### src/drbb_pkg.sv
// Shared types and codes for the draw region bounding box unit.
// No dependencies.
package drbb_pkg;

   localparam int unsigned CoordWidth = 16;
   localparam int unsigned BoundWidth = 18;

   typedef enum logic [2:0] {
      CMD_POINT   = 3'd0,
      CMD_SEGMENT = 3'd1,
      CMD_SPAN    = 3'd2,
      CMD_RECT    = 3'd3,
      CMD_ARC     = 3'd4
   } cmd_type;

   typedef logic signed [BoundWidth-1:0] bound_type;

   // One registered primitive, already reduced to its extents.
   typedef struct packed {
      logic      has_prim;
      logic      last;
      cmd_type   kind;
      bound_type lo_x;
      bound_type hi_x;
      bound_type lo_y;
      bound_type hi_y;
   } prim_type;

endpackage

### src/drbb_extent.sv
// Input register stage: turns one primitive into its x and y extents.
// Depends on drbb_pkg.
module drbb_extent (
   input  logic                 clock,
   input  logic                 reset,
   input  logic                 req_valid,
   output logic                 req_ready,
   input  logic [2:0]           req_command,
   input  logic signed [15:0]   req_x,
   input  logic signed [15:0]   req_y,
   input  logic signed [15:0]   req_x_end,
   input  logic signed [15:0]   req_y_end,
   input  logic [15:0]          req_extent_w,
   input  logic [15:0]          req_extent_h,
   input  logic                 req_no_shape,
   input  logic                 req_last,
   input  logic                 take,
   output logic                 prim_valid,
   output drbb_pkg::prim_type   prim
);
   import drbb_pkg::*;

   logic      valid_ff;
   logic      valid_in;
   prim_type  prim_ff;
   prim_type  prim_in;
   bound_type x0, y0, xe, ye, w, h;
   logic      load;

   assign req_ready  = !valid_ff || take;
   assign load       = req_valid && req_ready;
   assign prim_valid = valid_ff;
   assign prim       = prim_ff;

   always_comb begin
      x0 = {{(BoundWidth-CoordWidth){req_x[15]}}, req_x};
      y0 = {{(BoundWidth-CoordWidth){req_y[15]}}, req_y};
      xe = {{(BoundWidth-CoordWidth){req_x_end[15]}}, req_x_end};
      ye = {{(BoundWidth-CoordWidth){req_y_end[15]}}, req_y_end};
      w  = {{(BoundWidth-CoordWidth){1'b0}}, req_extent_w};
      h  = {{(BoundWidth-CoordWidth){1'b0}}, req_extent_h};

      prim_in.last     = req_last;
      prim_in.kind     = cmd_type'(req_command);
      prim_in.has_prim = !req_no_shape;
      prim_in.lo_x     = x0;
      prim_in.hi_x     = x0;
      prim_in.lo_y     = y0;
      prim_in.hi_y     = y0;
      unique case (prim_in.kind)
         CMD_POINT: begin
         end
         CMD_SEGMENT: begin
            prim_in.lo_x = (x0 < xe) ? x0 : xe;
            prim_in.hi_x = (x0 < xe) ? xe : x0;
            prim_in.lo_y = (y0 < ye) ? y0 : ye;
            prim_in.hi_y = (y0 < ye) ? ye : y0;
         end
         CMD_SPAN: begin
            prim_in.hi_x = x0 + w;
         end
         CMD_RECT, CMD_ARC: begin
            prim_in.hi_x = x0 + w;
            prim_in.hi_y = y0 + h;
         end
         default: begin
            // Unknown commands carry no primitive but still pick the size rule.
            prim_in.has_prim = 1'b0;
         end
      endcase
   end

   always_comb begin
      valid_in = valid_ff;
      if (load) begin
         valid_in = 1'b1;
      end else if (take) begin
         valid_in = 1'b0;
      end
   end

   always_ff @(posedge clock) begin
      if (reset) begin
         valid_ff <= 1'b0;
      end else begin
         valid_ff <= valid_in;
      end
   end

   always_ff @(posedge clock) begin
      if (load) begin
         prim_ff <= prim_in;
      end
   end

endmodule

### src/drbb_accum.sv
// Running bounds accumulator and result register.
// Depends on drbb_pkg; fed by drbb_extent.
module drbb_accum (
   input  logic                 clock,
   input  logic                 reset,
   input  logic                 prim_valid,
   input  drbb_pkg::prim_type   prim,
   output logic                 take,
   output logic                 rsp_valid,
   input  logic                 rsp_ready,
   output logic signed [15:0]   rsp_rect_x,
   output logic signed [15:0]   rsp_rect_y,
   output logic [15:0]          rsp_rect_width,
   output logic [15:0]          rsp_rect_height
);
   import drbb_pkg::*;

   bound_type lo_x_ff, hi_x_ff, lo_y_ff, hi_y_ff;
   bound_type lo_x_in, hi_x_in, lo_y_in, hi_y_in;
   bound_type mlo_x, mhi_x, mlo_y, mhi_y;
   logic      any_seen_ff, any_seen_in, m_any;
   logic      rsp_valid_ff, rsp_valid_in;
   logic signed [15:0] rect_x_ff, rect_y_ff, rect_x_in, rect_y_in;
   logic [15:0] width_ff, height_ff, width_in, height_in;
   logic      emit;

   function automatic logic [15:0] size_of(input bound_type lo, input bound_type hi,
                                           input cmd_type kind);
      logic signed [BoundWidth:0] d;
      logic signed [BoundWidth:0] d_adj;
      logic [15:0]                 res;
      d = {hi[BoundWidth-1], hi} - {lo[BoundWidth-1], lo};
      unique case (kind)
         CMD_RECT: d_adj = (d <= 0) ? d + $signed({{BoundWidth{1'b0}}, 1'b1}) : d;
         CMD_ARC:  d_adj = d;
         default:  d_adj = d + $signed({{BoundWidth{1'b0}}, 1'b1});
      endcase
      if (d_adj < 0) begin
         res = 16'd0;
      end else if (d_adj > $signed({{(BoundWidth-15){1'b0}}, 16'hFFFF})) begin
         res = 16'hFFFF;
      end else begin
         res = d_adj[15:0];
      end
      return res;
   endfunction

   // A list end may only advance when the result register is free or draining.
   assign take = prim_valid && (!prim.last || !rsp_valid_ff || rsp_ready);
   assign emit = take && prim.last;

   always_comb begin
      mlo_x = lo_x_ff;
      mhi_x = hi_x_ff;
      mlo_y = lo_y_ff;
      mhi_y = hi_y_ff;
      m_any = any_seen_ff;
      if (prim.has_prim) begin
         m_any = 1'b1;
         if (!any_seen_ff) begin
            mlo_x = prim.lo_x;
            mhi_x = prim.hi_x;
            mlo_y = prim.lo_y;
            mhi_y = prim.hi_y;
         end else begin
            mlo_x = (prim.lo_x < lo_x_ff) ? prim.lo_x : lo_x_ff;
            mhi_x = (prim.hi_x > hi_x_ff) ? prim.hi_x : hi_x_ff;
            mlo_y = (prim.lo_y < lo_y_ff) ? prim.lo_y : lo_y_ff;
            mhi_y = (prim.hi_y > hi_y_ff) ? prim.hi_y : hi_y_ff;
         end
      end

      lo_x_in     = lo_x_ff;
      hi_x_in     = hi_x_ff;
      lo_y_in     = lo_y_ff;
      hi_y_in     = hi_y_ff;
      any_seen_in = any_seen_ff;
      if (emit) begin
         lo_x_in     = '0;
         hi_x_in     = '0;
         lo_y_in     = '0;
         hi_y_in     = '0;
         any_seen_in = 1'b0;
      end else if (take) begin
         lo_x_in     = mlo_x;
         hi_x_in     = mhi_x;
         lo_y_in     = mlo_y;
         hi_y_in     = mhi_y;
         any_seen_in = m_any;
      end

      // An empty list reports an all-zero rectangle.
      if (m_any) begin
         rect_x_in = mlo_x[15:0];
         rect_y_in = mlo_y[15:0];
         width_in  = size_of(mlo_x, mhi_x, prim.kind);
         height_in = size_of(mlo_y, mhi_y, prim.kind);
      end else begin
         rect_x_in = '0;
         rect_y_in = '0;
         width_in  = '0;
         height_in = '0;
      end

      rsp_valid_in = rsp_valid_ff;
      if (emit) begin
         rsp_valid_in = 1'b1;
      end else if (rsp_ready) begin
         rsp_valid_in = 1'b0;
      end
   end

   always_ff @(posedge clock) begin
      if (reset) begin
         lo_x_ff      <= '0;
         hi_x_ff      <= '0;
         lo_y_ff      <= '0;
         hi_y_ff      <= '0;
         any_seen_ff  <= 1'b0;
         rsp_valid_ff <= 1'b0;
      end else begin
         lo_x_ff      <= lo_x_in;
         hi_x_ff      <= hi_x_in;
         lo_y_ff      <= lo_y_in;
         hi_y_ff      <= hi_y_in;
         any_seen_ff  <= any_seen_in;
         rsp_valid_ff <= rsp_valid_in;
      end
   end

   always_ff @(posedge clock) begin
      if (emit) begin
         rect_x_ff <= rect_x_in;
         rect_y_ff <= rect_y_in;
         width_ff  <= width_in;
         height_ff <= height_in;
      end
   end

   assign rsp_valid       = rsp_valid_ff;
   assign rsp_rect_x      = rect_x_ff;
   assign rsp_rect_y      = rect_y_ff;
   assign rsp_rect_width  = width_ff;
   assign rsp_rect_height = height_ff;

   // A pending result is never overwritten before it is taken.
   a_no_overwrite: assert property (@(posedge clock) disable iff (reset)
      rsp_valid_ff && !rsp_ready |-> !emit)
      else $error("result overwritten while stalled");

   // A list end leaves a result and a cleared accumulator.
   a_end_clears: assert property (@(posedge clock) disable iff (reset)
      emit |=> rsp_valid_ff && !any_seen_ff && lo_x_ff == '0 && hi_y_ff == '0)
      else $error("accumulator not cleared after list end");

   // With no primitive taken the bounds stay at their reset value.
   a_empty_zero: assert property (@(posedge clock) disable iff (reset)
      !any_seen_ff |-> lo_x_ff == '0 && hi_x_ff == '0 && lo_y_ff == '0 && hi_y_ff == '0)
      else $error("bounds changed without a primitive");

   // Bounds stay ordered once a primitive has been seen.
   a_ordered: assert property (@(posedge clock) disable iff (reset)
      any_seen_ff |-> lo_x_ff <= hi_x_ff && lo_y_ff <= hi_y_ff)
      else $error("bounds out of order");

endmodule

### src/draw_region_bounding_box_unit.sv
// Draw region bounding box unit: running bounds of a primitive list.
// The last item of a list is registered in drbb_extent; its result is then registered in drbb_accum.
// Throughput: one item per cycle while no list end stalls; the min/max update of the four bounds sets that figure.
// A list end stalls only while the previous result is still held and not taken.
// Reset (synchronous, active high) empties the pipeline and clears the bounds.
module draw_region_bounding_box_unit (
   input  logic                 clock,
   input  logic                 reset,
   input  logic                 req_valid,
   output logic                 req_ready,
   input  logic [2:0]           req_command,
   input  logic signed [15:0]   req_x,
   input  logic signed [15:0]   req_y,
   input  logic signed [15:0]   req_x_end,
   input  logic signed [15:0]   req_y_end,
   input  logic [15:0]          req_extent_w,
   input  logic [15:0]          req_extent_h,
   input  logic                 req_no_shape,
   input  logic                 req_last,
   output logic                 rsp_valid,
   input  logic                 rsp_ready,
   output logic signed [15:0]   rsp_rect_x,
   output logic signed [15:0]   rsp_rect_y,
   output logic [15:0]          rsp_rect_width,
   output logic [15:0]          rsp_rect_height
);
   import drbb_pkg::*;

   logic     take;
   logic     prim_valid;
   prim_type prim;

   drbb_extent u_extent (
      .clock        (clock),
      .reset        (reset),
      .req_valid    (req_valid),
      .req_ready    (req_ready),
      .req_command  (req_command),
      .req_x        (req_x),
      .req_y        (req_y),
      .req_x_end    (req_x_end),
      .req_y_end    (req_y_end),
      .req_extent_w (req_extent_w),
      .req_extent_h (req_extent_h),
      .req_no_shape (req_no_shape),
      .req_last     (req_last),
      .take         (take),
      .prim_valid   (prim_valid),
      .prim         (prim)
   );

   drbb_accum u_accum (
      .clock           (clock),
      .reset           (reset),
      .prim_valid      (prim_valid),
      .prim            (prim),
      .take            (take),
      .rsp_valid       (rsp_valid),
      .rsp_ready       (rsp_ready),
      .rsp_rect_x      (rsp_rect_x),
      .rsp_rect_y      (rsp_rect_y),
      .rsp_rect_width  (rsp_rect_width),
      .rsp_rect_height (rsp_rect_height)
   );

endmodule

### config.mk
export PLATFORM = sky130hd
export DESIGN_NAME = draw_region_bounding_box_unit
export DESIGN_NICKNAME = d
export VERILOG_FILES = /design/src/drbb_pkg.sv /design/src/drbb_extent.sv /design/src/drbb_accum.sv /design/src/draw_region_bounding_box_unit.sv
export SDC_FILE = /design/constraint.sdc
export NUM_CORES = 1
export LEC_CHECK = 0
export BUFFER_PORTS_ARGS = -buffer_cell sky130_fd_sc_hd__buf_2
export CAP_MARGIN = 0
export CELL_PAD_IN_SITES_DETAIL_PLACEMENT = 1
export CELL_PAD_IN_SITES_GLOBAL_PLACEMENT = 2
export CORE_UTILIZATION = 35
export DETAILED_ROUTE_END_ITERATION = 8
export PLACE_DENSITY_LB_ADDON = 0.25
export SYNTH_ARGS = -nofsm -noshare
export SYNTH_HDL_FRONTEND = slang
export SYNTH_SLANG_ARGS = --single-unit
### constraint.sdc
create_clock -name clock -period 5.85 [get_ports clock]
set_clock_uncertainty 0.15 [all_clocks]
set_input_delay 1.755 -clock clock [delete_from_list [all_inputs] [get_ports clock]]
set_output_delay 1.755 -clock clock [all_outputs]
set_load 0.03 [all_outputs]
# Word level (Yosys, flattened, before mapping)
# Index checks and enable logic that the tools add are counted.
# word_totals
register_bits	216
inputBits	105
elab_cells	95
# op_classes
magnitude_cmp	12
n_eq_ne	6
mux	33
n_bitwise	1
n_reduce_logical	19
addsub	6
# op_table
operator	count
two-way mux 18 bit	18
two-way mux 19 bit	4
one-hot mux 19 bit (2 select lines)	2
one-hot mux 18 bit (2 select lines)	2
adder 19 x 2 -> 19 bit, second input constant	2
> comparator 19 x 17 -> 1 bit, second input constant	2
less-or-equal comparator 19 x 1 -> 1 bit, second input constant	2
< comparator 19 x 1 -> 1 bit, second input constant	2
subtractor 18 x 18 -> 19 bit	2
adder 16 x 17 -> 18 bit	2
> comparator 18 bit	2
< comparator 18 bit	2
< comparator 16 bit	2
two-way mux 16 bit	2
== test 3 x 2 -> 1 bit, second input constant	3
OR reduction 2 bit	4
== test 3 bit, second input constant	2
two-way mux 1 bit	5
OR reduction 5 bit	1
logical NOT 1 bit	4
nonzero test 2 bit	2
== test 3 x 1 -> 1 bit, second input constant	1
logical AND 1 bit	3
logical NOT 3 bit	1
3 further kinds	5

# Logic depth before layout (Yosys ltp)
# depth
ltp_word	11
mapped_depth	29
mapped_depth_nobuf	27

# Modules after synthesis
# A second synthesis with hierarchy kept.
# unflattened
hier_cells	1728
area_unflattened_um2	16233.1
# by_module_without_submodules
module	cells_per_inst	area_each_um2	seq_area_each_um2	instances
drbb_accum	1168	10381.2	3403.3	1
drbb_extent	560	5851.9	2212.1	1

# Worst setup path before layout
# Ideal clock, no wire load.
# synth_path
kind	input-to-reg
startpoint	input port rsp_ready
endpoint	register u_extent.prim_ff (netlist bit u_extent.prim[0]) (enable)
path_buffers	0
arrival_time_ps	5515
setup_time_ps	548
path_stages	2
setup_slack_ps	-363
path_cell_list	nor2b_1 > a31oi_1
# synth_via
elab_chain_len	4
# synth_lines
element	line	text
start, declared	draw_region_bounding_box_unit.sv:21	input logic rsp_ready,
logical OR 1 bit	drbb_accum.sv:49	assign take = prim_valid && (!prim.last || !rsp_valid_ff || rsp_ready);
logical AND 1 bit	drbb_accum.sv:49	
logical OR 1 bit	drbb_extent.sv:30	assign req_ready = !valid_ff || take;
logical AND 1 bit	drbb_extent.sv:31	assign load = req_valid && req_ready;
via u_extent.load	drbb_extent.sv:28	logic load;
end signal, assigned	drbb_extent.sv:92	prim_ff <= prim_in;
end, declared	drbb_extent.sv:25	prim_type prim_ff;
# The timed path passes the listed nets, and every way through them passes these cells.
# A chain may end at the register's enable or synchronous reset.

# Worst setup path in the final report
# layout_path
startpoint	register u_extent.prim_ff (netlist bit u_extent.prim[37])
endpoint	register u_accum.width_ff[2], in the netlist u_accum.rsp_rect_width[2] (data pin)
# layout_via
elab_chain_len	11
word_cells_on_any_way	14
cone_classes	add/sub: 2; order compare: 4; mux: 7; reduce/logical: 1
# layout_lines
element	line	text
> comparator 18 bit	drbb_accum.sv:67	mhi_x = (prim.hi_x > hi_x_ff) ? prim.hi_x : hi_x_ff;
two-way mux 18 bit	drbb_accum.sv:67	
two-way mux 18 bit (*)	drbb_accum.sv:60	if (!any_seen_ff) begin
two-way mux 18 bit (*)	drbb_accum.sv:58	if (prim.has_prim) begin
subtractor 18 x 18 -> 19 bit (*)	drbb_accum.sv:32	d = {hi[BoundWidth-1], hi} - {lo[BoundWidth-1], lo};
adder 19 x 2 -> 19 bit / less-or-equal comparator 19 x 1 -> 1 bit (equally long branches)	drbb_accum.sv:34, drbb_accum.sv:36	
two-way mux 19 bit	drbb_accum.sv:34	CMD_RECT: d_adj = (d <= 0) ? d + $signed({{BoundWidth{1'b0}}, 1'b1}) : d;
one-hot mux 19 bit (2 select lines) (*)	drbb_accum.sv:33	unique case (kind)
two-way mux 19 bit (*)	drbb_accum.sv:93	if (m_any) begin
> comparator 19 x 17 -> 1 bit / < comparator 19 x 1 -> 1 bit (equally long branches)	drbb_accum.sv:40, drbb_accum.sv:38	
two-way mux 16 bit / OR reduction 2 bit (equally long branches)	n/a	
end signal, assigned	drbb_accum.sv:135	width_ff <= width_in;
end, declared	drbb_accum.sv:24	logic [15:0] width_ff, height_ff, width_in, height_in;
# Every way passes the cells marked *; elsewhere a longest branch is shown, timed or not. The select of a mux whose other input is x is not followed.

==> run_results.csv <==
group,metric,value,unit
global_route,overflow,0,
synth,post-synth-top-count-cell,"ha_1",
clock_tree,clkTransAtPathRegs,0.06,ns
clock_tree,htree_levels,1,
floorplanning,io_pins,171,
synth,synth.distinct_cells,84,
synth,synth_area_leaders,"edfxtp_1, ha_1, dfxtp_1, mux2i_1, mux2_2",
layout,regArea,5620,um^2
sta,slew_violations,0,
global_route,grt_use_total,20.9,%
setup_path,reg2reg_depth,28,
worst_hold_path,min_to,"u_accum.lo_x_ff[0]",
synth,synthTopCellsByCount,"ha_1, edfxtp_1, inv_1, nor2_1, nand2_1",
sta,tns,-0.155,ns
sta,setup_violations,14,
setup_path,cp_max_fo,16,
routing,viasPerCell,5.31,
setup_path,cp.required,6.07,ns
power_and_ir_drop,clockPowerShare,26.6,%
routing,drt_iter0_drc,675,
layout,multi_input_area,10100,um^2
floorplanning,core_area,44500,um^2
layout,n_antenna_cell,0,
synth,synth_compound_area_share,19.6,%
synth,syn_inst,1652,
global_route,grt_max_degree,74,
worst_hold_path,min_from,"u_accum.lo_x_ff[0]",
global_route,antenna_found_initial,1,
setup_path,worstPathArrival,6.13,ns
routing,ant_nets,0,
synth,synth_fa_ha_area_share,14.2,%
layout,finalNetCount,2263,
routing,topRoutingLayerUsed,"met5",
synth,synthSimpleGateAreaFrac,13.6,%
floorplanning,fp.dieW,215,um
synth,synthFlopType,"edfxtp_1",
synth,syn-num-nets,1935,
worst_hold_path,holdPathStages,2,
global_route,grt_pass1_wl,78000,um
clock_tree,cts_hold_buf,0,
synth,synth-async-reset-ratio,0,%
power_and_ir_drop,power.switching,0.00196,W
synth,synth_seq_cells,212,
setup_path,crit_type,"flop to flop",
clock_tree,clock-sinks,212,
routing,wl_met1,24300,um
routing,drc_errors,0,
routing,drtPass1Iterations,5,
routing,drt-wirelength-per-cell,18.9,um
synth,ys_seq_area_share,35.3,%
job,drv_cap,0,
synth,synth_top_area_share,25.9,%
sta,worst_slack,-0.0671,ns
setup_path,rr_endpoint,"u_accum.rsp_rect_width[2]",
outcome,status,"finished, violations left",
routing,wl_met2,21700,um
synth,synthMuxAreaShare,7.65,%
power_and_ir_drop,p_sw_share,34.9,%
power_and_ir_drop,p_leak,8.40,nW
global_route,grt_pass1_vias,14300,
synth,synth_edf_count,137,
synth,avgSynthCellArea,9.63,um^2
clock_tree,cts_root_buffer,"clkbuf_16",
sta,finalHoldViolations,0,
power_and_ir_drop,vdd_ir_drop_max,0.177,mV
layout,drive_above_1_share,29.5,%
clock_tree,worstSkewPairLatency,0.54,ns
setup_path,start_kind,"flop",
synth,yosys.area_share.xor_xnor,4.95,%
placed_design,dp_hpwl,38400,um
routing,vias,13700,
setup_path,cpPeakStageDelay,0.39,ns
setup_path,cpMostUsedCell,"o21a_1",
power_and_ir_drop,p_per_area,278,nW/um^2
clock_tree,cts_buffers,24,
floorplanning,start_util,35.7,%
worst_hold_path,holdCritPathClass,"flop to flop",
synth,synth_top_family_by_area,"compound AO/OA/AOI/OAI gates",
setup_path,slowest_stage,"edfxtp_1",
sta,fmax,169,MHz
outcome,violations,"setup timing",
layout,post-route-util,45.3,%
sta,slew_headroom,22.0,%
layout,syn_to_final_growth,26.7,%
floorplanning,die_area,46300,um^2
placed_design,place_congestion,0.844,
floorplanning,die_h,215,um
setup_path,r2r_slack,-0.07,ns
synth,synth_area,15900,um^2
sta,finalHoldWorstSlack,0.344,ns
sta,period_needed,5.92,ns
routing,totalWireLength,48900,um
clock_tree,clk_path_buf_depth,3,
setup_path,reg2reg_from,"u_extent.prim[37]",
power_and_ir_drop,p_seq_share,31.7,%
routing,wl_met3,1930,um
power_and_ir_drop,p_int,0.00365,W
setup_path,endpoint_kind,"flop",
sta,rsz0062_at_grt,"true",
placed_design,io_buffers,170,
synth,yosysWarnings,0,
power_and_ir_drop,comb_power_share,41.7,%
sta,min_period_over_period,101,%
synth,synth_top_cell_by_area,"edfxtp_1",
floorplanning,std_cell_rows,77,
sta,worst_pin_slew,1.17,ns
layout,filler_cell_count,5108,
clock_tree,cts_tree,"built",
-- placed cells by master (no fill, tap or decap), types with 53 or more instances in the layout --
cell type / instances
buf_4: 182
buf_2: 170
ha_1: 164
edfxtp_1: 137
inv_1: 132
nor2_1: 125
nand2_1: 96
a21oi_1: 77
dfxtp_1: 75
mux2i_1: 54
o31ai_1: 53
-- power by group through the flow --
stage	logic (W)	registers [W]	clock network, W
detailed placement	0.00210	0.00180	0
CTS	0.00222	0.00177	0.00154
finish	0.00234	0.00178	0.00149
floorplan	0.00125	0.00181	0
global placement	0.00205	0.00180	0
global route	0.00257	0.00178	0.00158
-- what timing repair did --
item / CTS / global route
gates resized for setup: 39 / 63
endpoints found under the hold margin: 0 / 0
gates cloned: 0 / 2
pin swaps: 19 / 16
buffers inserted: 13 / 6
setup endpoints to repair: 32 / 32
-- metal layers --
| layer | vias to the layer above | track usage, % |
|---|---|---|
| li1 | 6809 | - |
| met1 | 6625 | 30.1 |
| met2 | 255 | 33.3 |
| met3 | 55 | 2.24 |
| met4 | 2 | 5.08 |
| met5 | - | 0 |
-- state kept, by name, summed over array words and instances, names as in the netlist, 16 cells and up --
| name | flops |
|---|---|
| u_extent.prim | 73 |
| u_accum.hi_x_ff | 18 |
| u_accum.rsp_rect_x | 16 |
| u_accum.hi_y_ff | 18 |
| u_accum.rsp_rect_y | 16 |
| u_accum.rsp_rect_width | 16 |
| u_accum.lo_y_ff | 18 |
| u_accum.rsp_rect_height | 16 |
| u_accum.lo_x_ff | 18 |
-- through the flow --
| stage | instance area [um^2] | power (W) | worst slack (ns) | std cells |
|---|---|---|---|---|
| floorplan | 16000 | 0.00307 | 0.00435 | 1652 |
| global placement | 18700 | 0.00385 | -0.0979 | 2525 |
| detailed placement | 18700 | 0.00390 | -0.219 | 2525 |
| CTS | 19700 | 0.00553 | -0.0296 | 2582 |
| global route | 20200 | 0.00594 | -0.322 | 2590 |
| finish | 20200 | 0.00561 | -0.0671 | 2590 |
-- logic make-up (layout without fill, tap and decap cells) --
logic type               Yosys count  after routing
AO/OA/AOI/OAI                    432            432
XOR/XNOR                          89             89
adder cells (fa/ha/maj)          178            178
buffers and inverters            194            540
flip-flops                       212            212
multiplexers                     115            115
AND/OR/NAND/NOR                  432            432
-- worst max-delay path: cells and delay by family (launching register included) --
| family | cells | cell delay (ns) |
|---|---|---|
| compound gates | 14 | 2.50 |
| xor+xnor | 1 | 0.14 |
| fa+ha+maj | 3 | 0.89 |
| buf+inv | 4 | 0.52 |
| flops | 1 | 0.39 |
| mux | 1 | 0.21 |
| simple gates | 5 | 0.93 |
-- how the worst max path moves through the flow --
stage | from | to
CTS | u_extent.prim[37] | u_accum.rsp_rect_width[9]
global route | u_extent.prim[37] | u_accum.rsp_rect_width[2]
detailed placement | u_extent.prim[37] | u_accum.rsp_rect_width[15]
finish | u_extent.prim[37] | u_accum.rsp_rect_width[2]
global placement | u_extent.prim[37] | u_accum.rsp_rect_width[3]
floorplan | u_extent.prim[1] | u_accum.rsp_rect_height[8]
-- final cells by class --
type | count | share of cell area (%)
Sequential cell | 212 | 27.8
Tap cell | 592 | 3.67
Clock buffer | 32 | 3.44
Timing Repair Buffer | 363 | 12.0
Clock inverter | 12 | 0.447
Multi-Input combinational cell | 1246 | 50.2
Inverter | 133 | 2.48
Power figures use the tool's default switching activity.
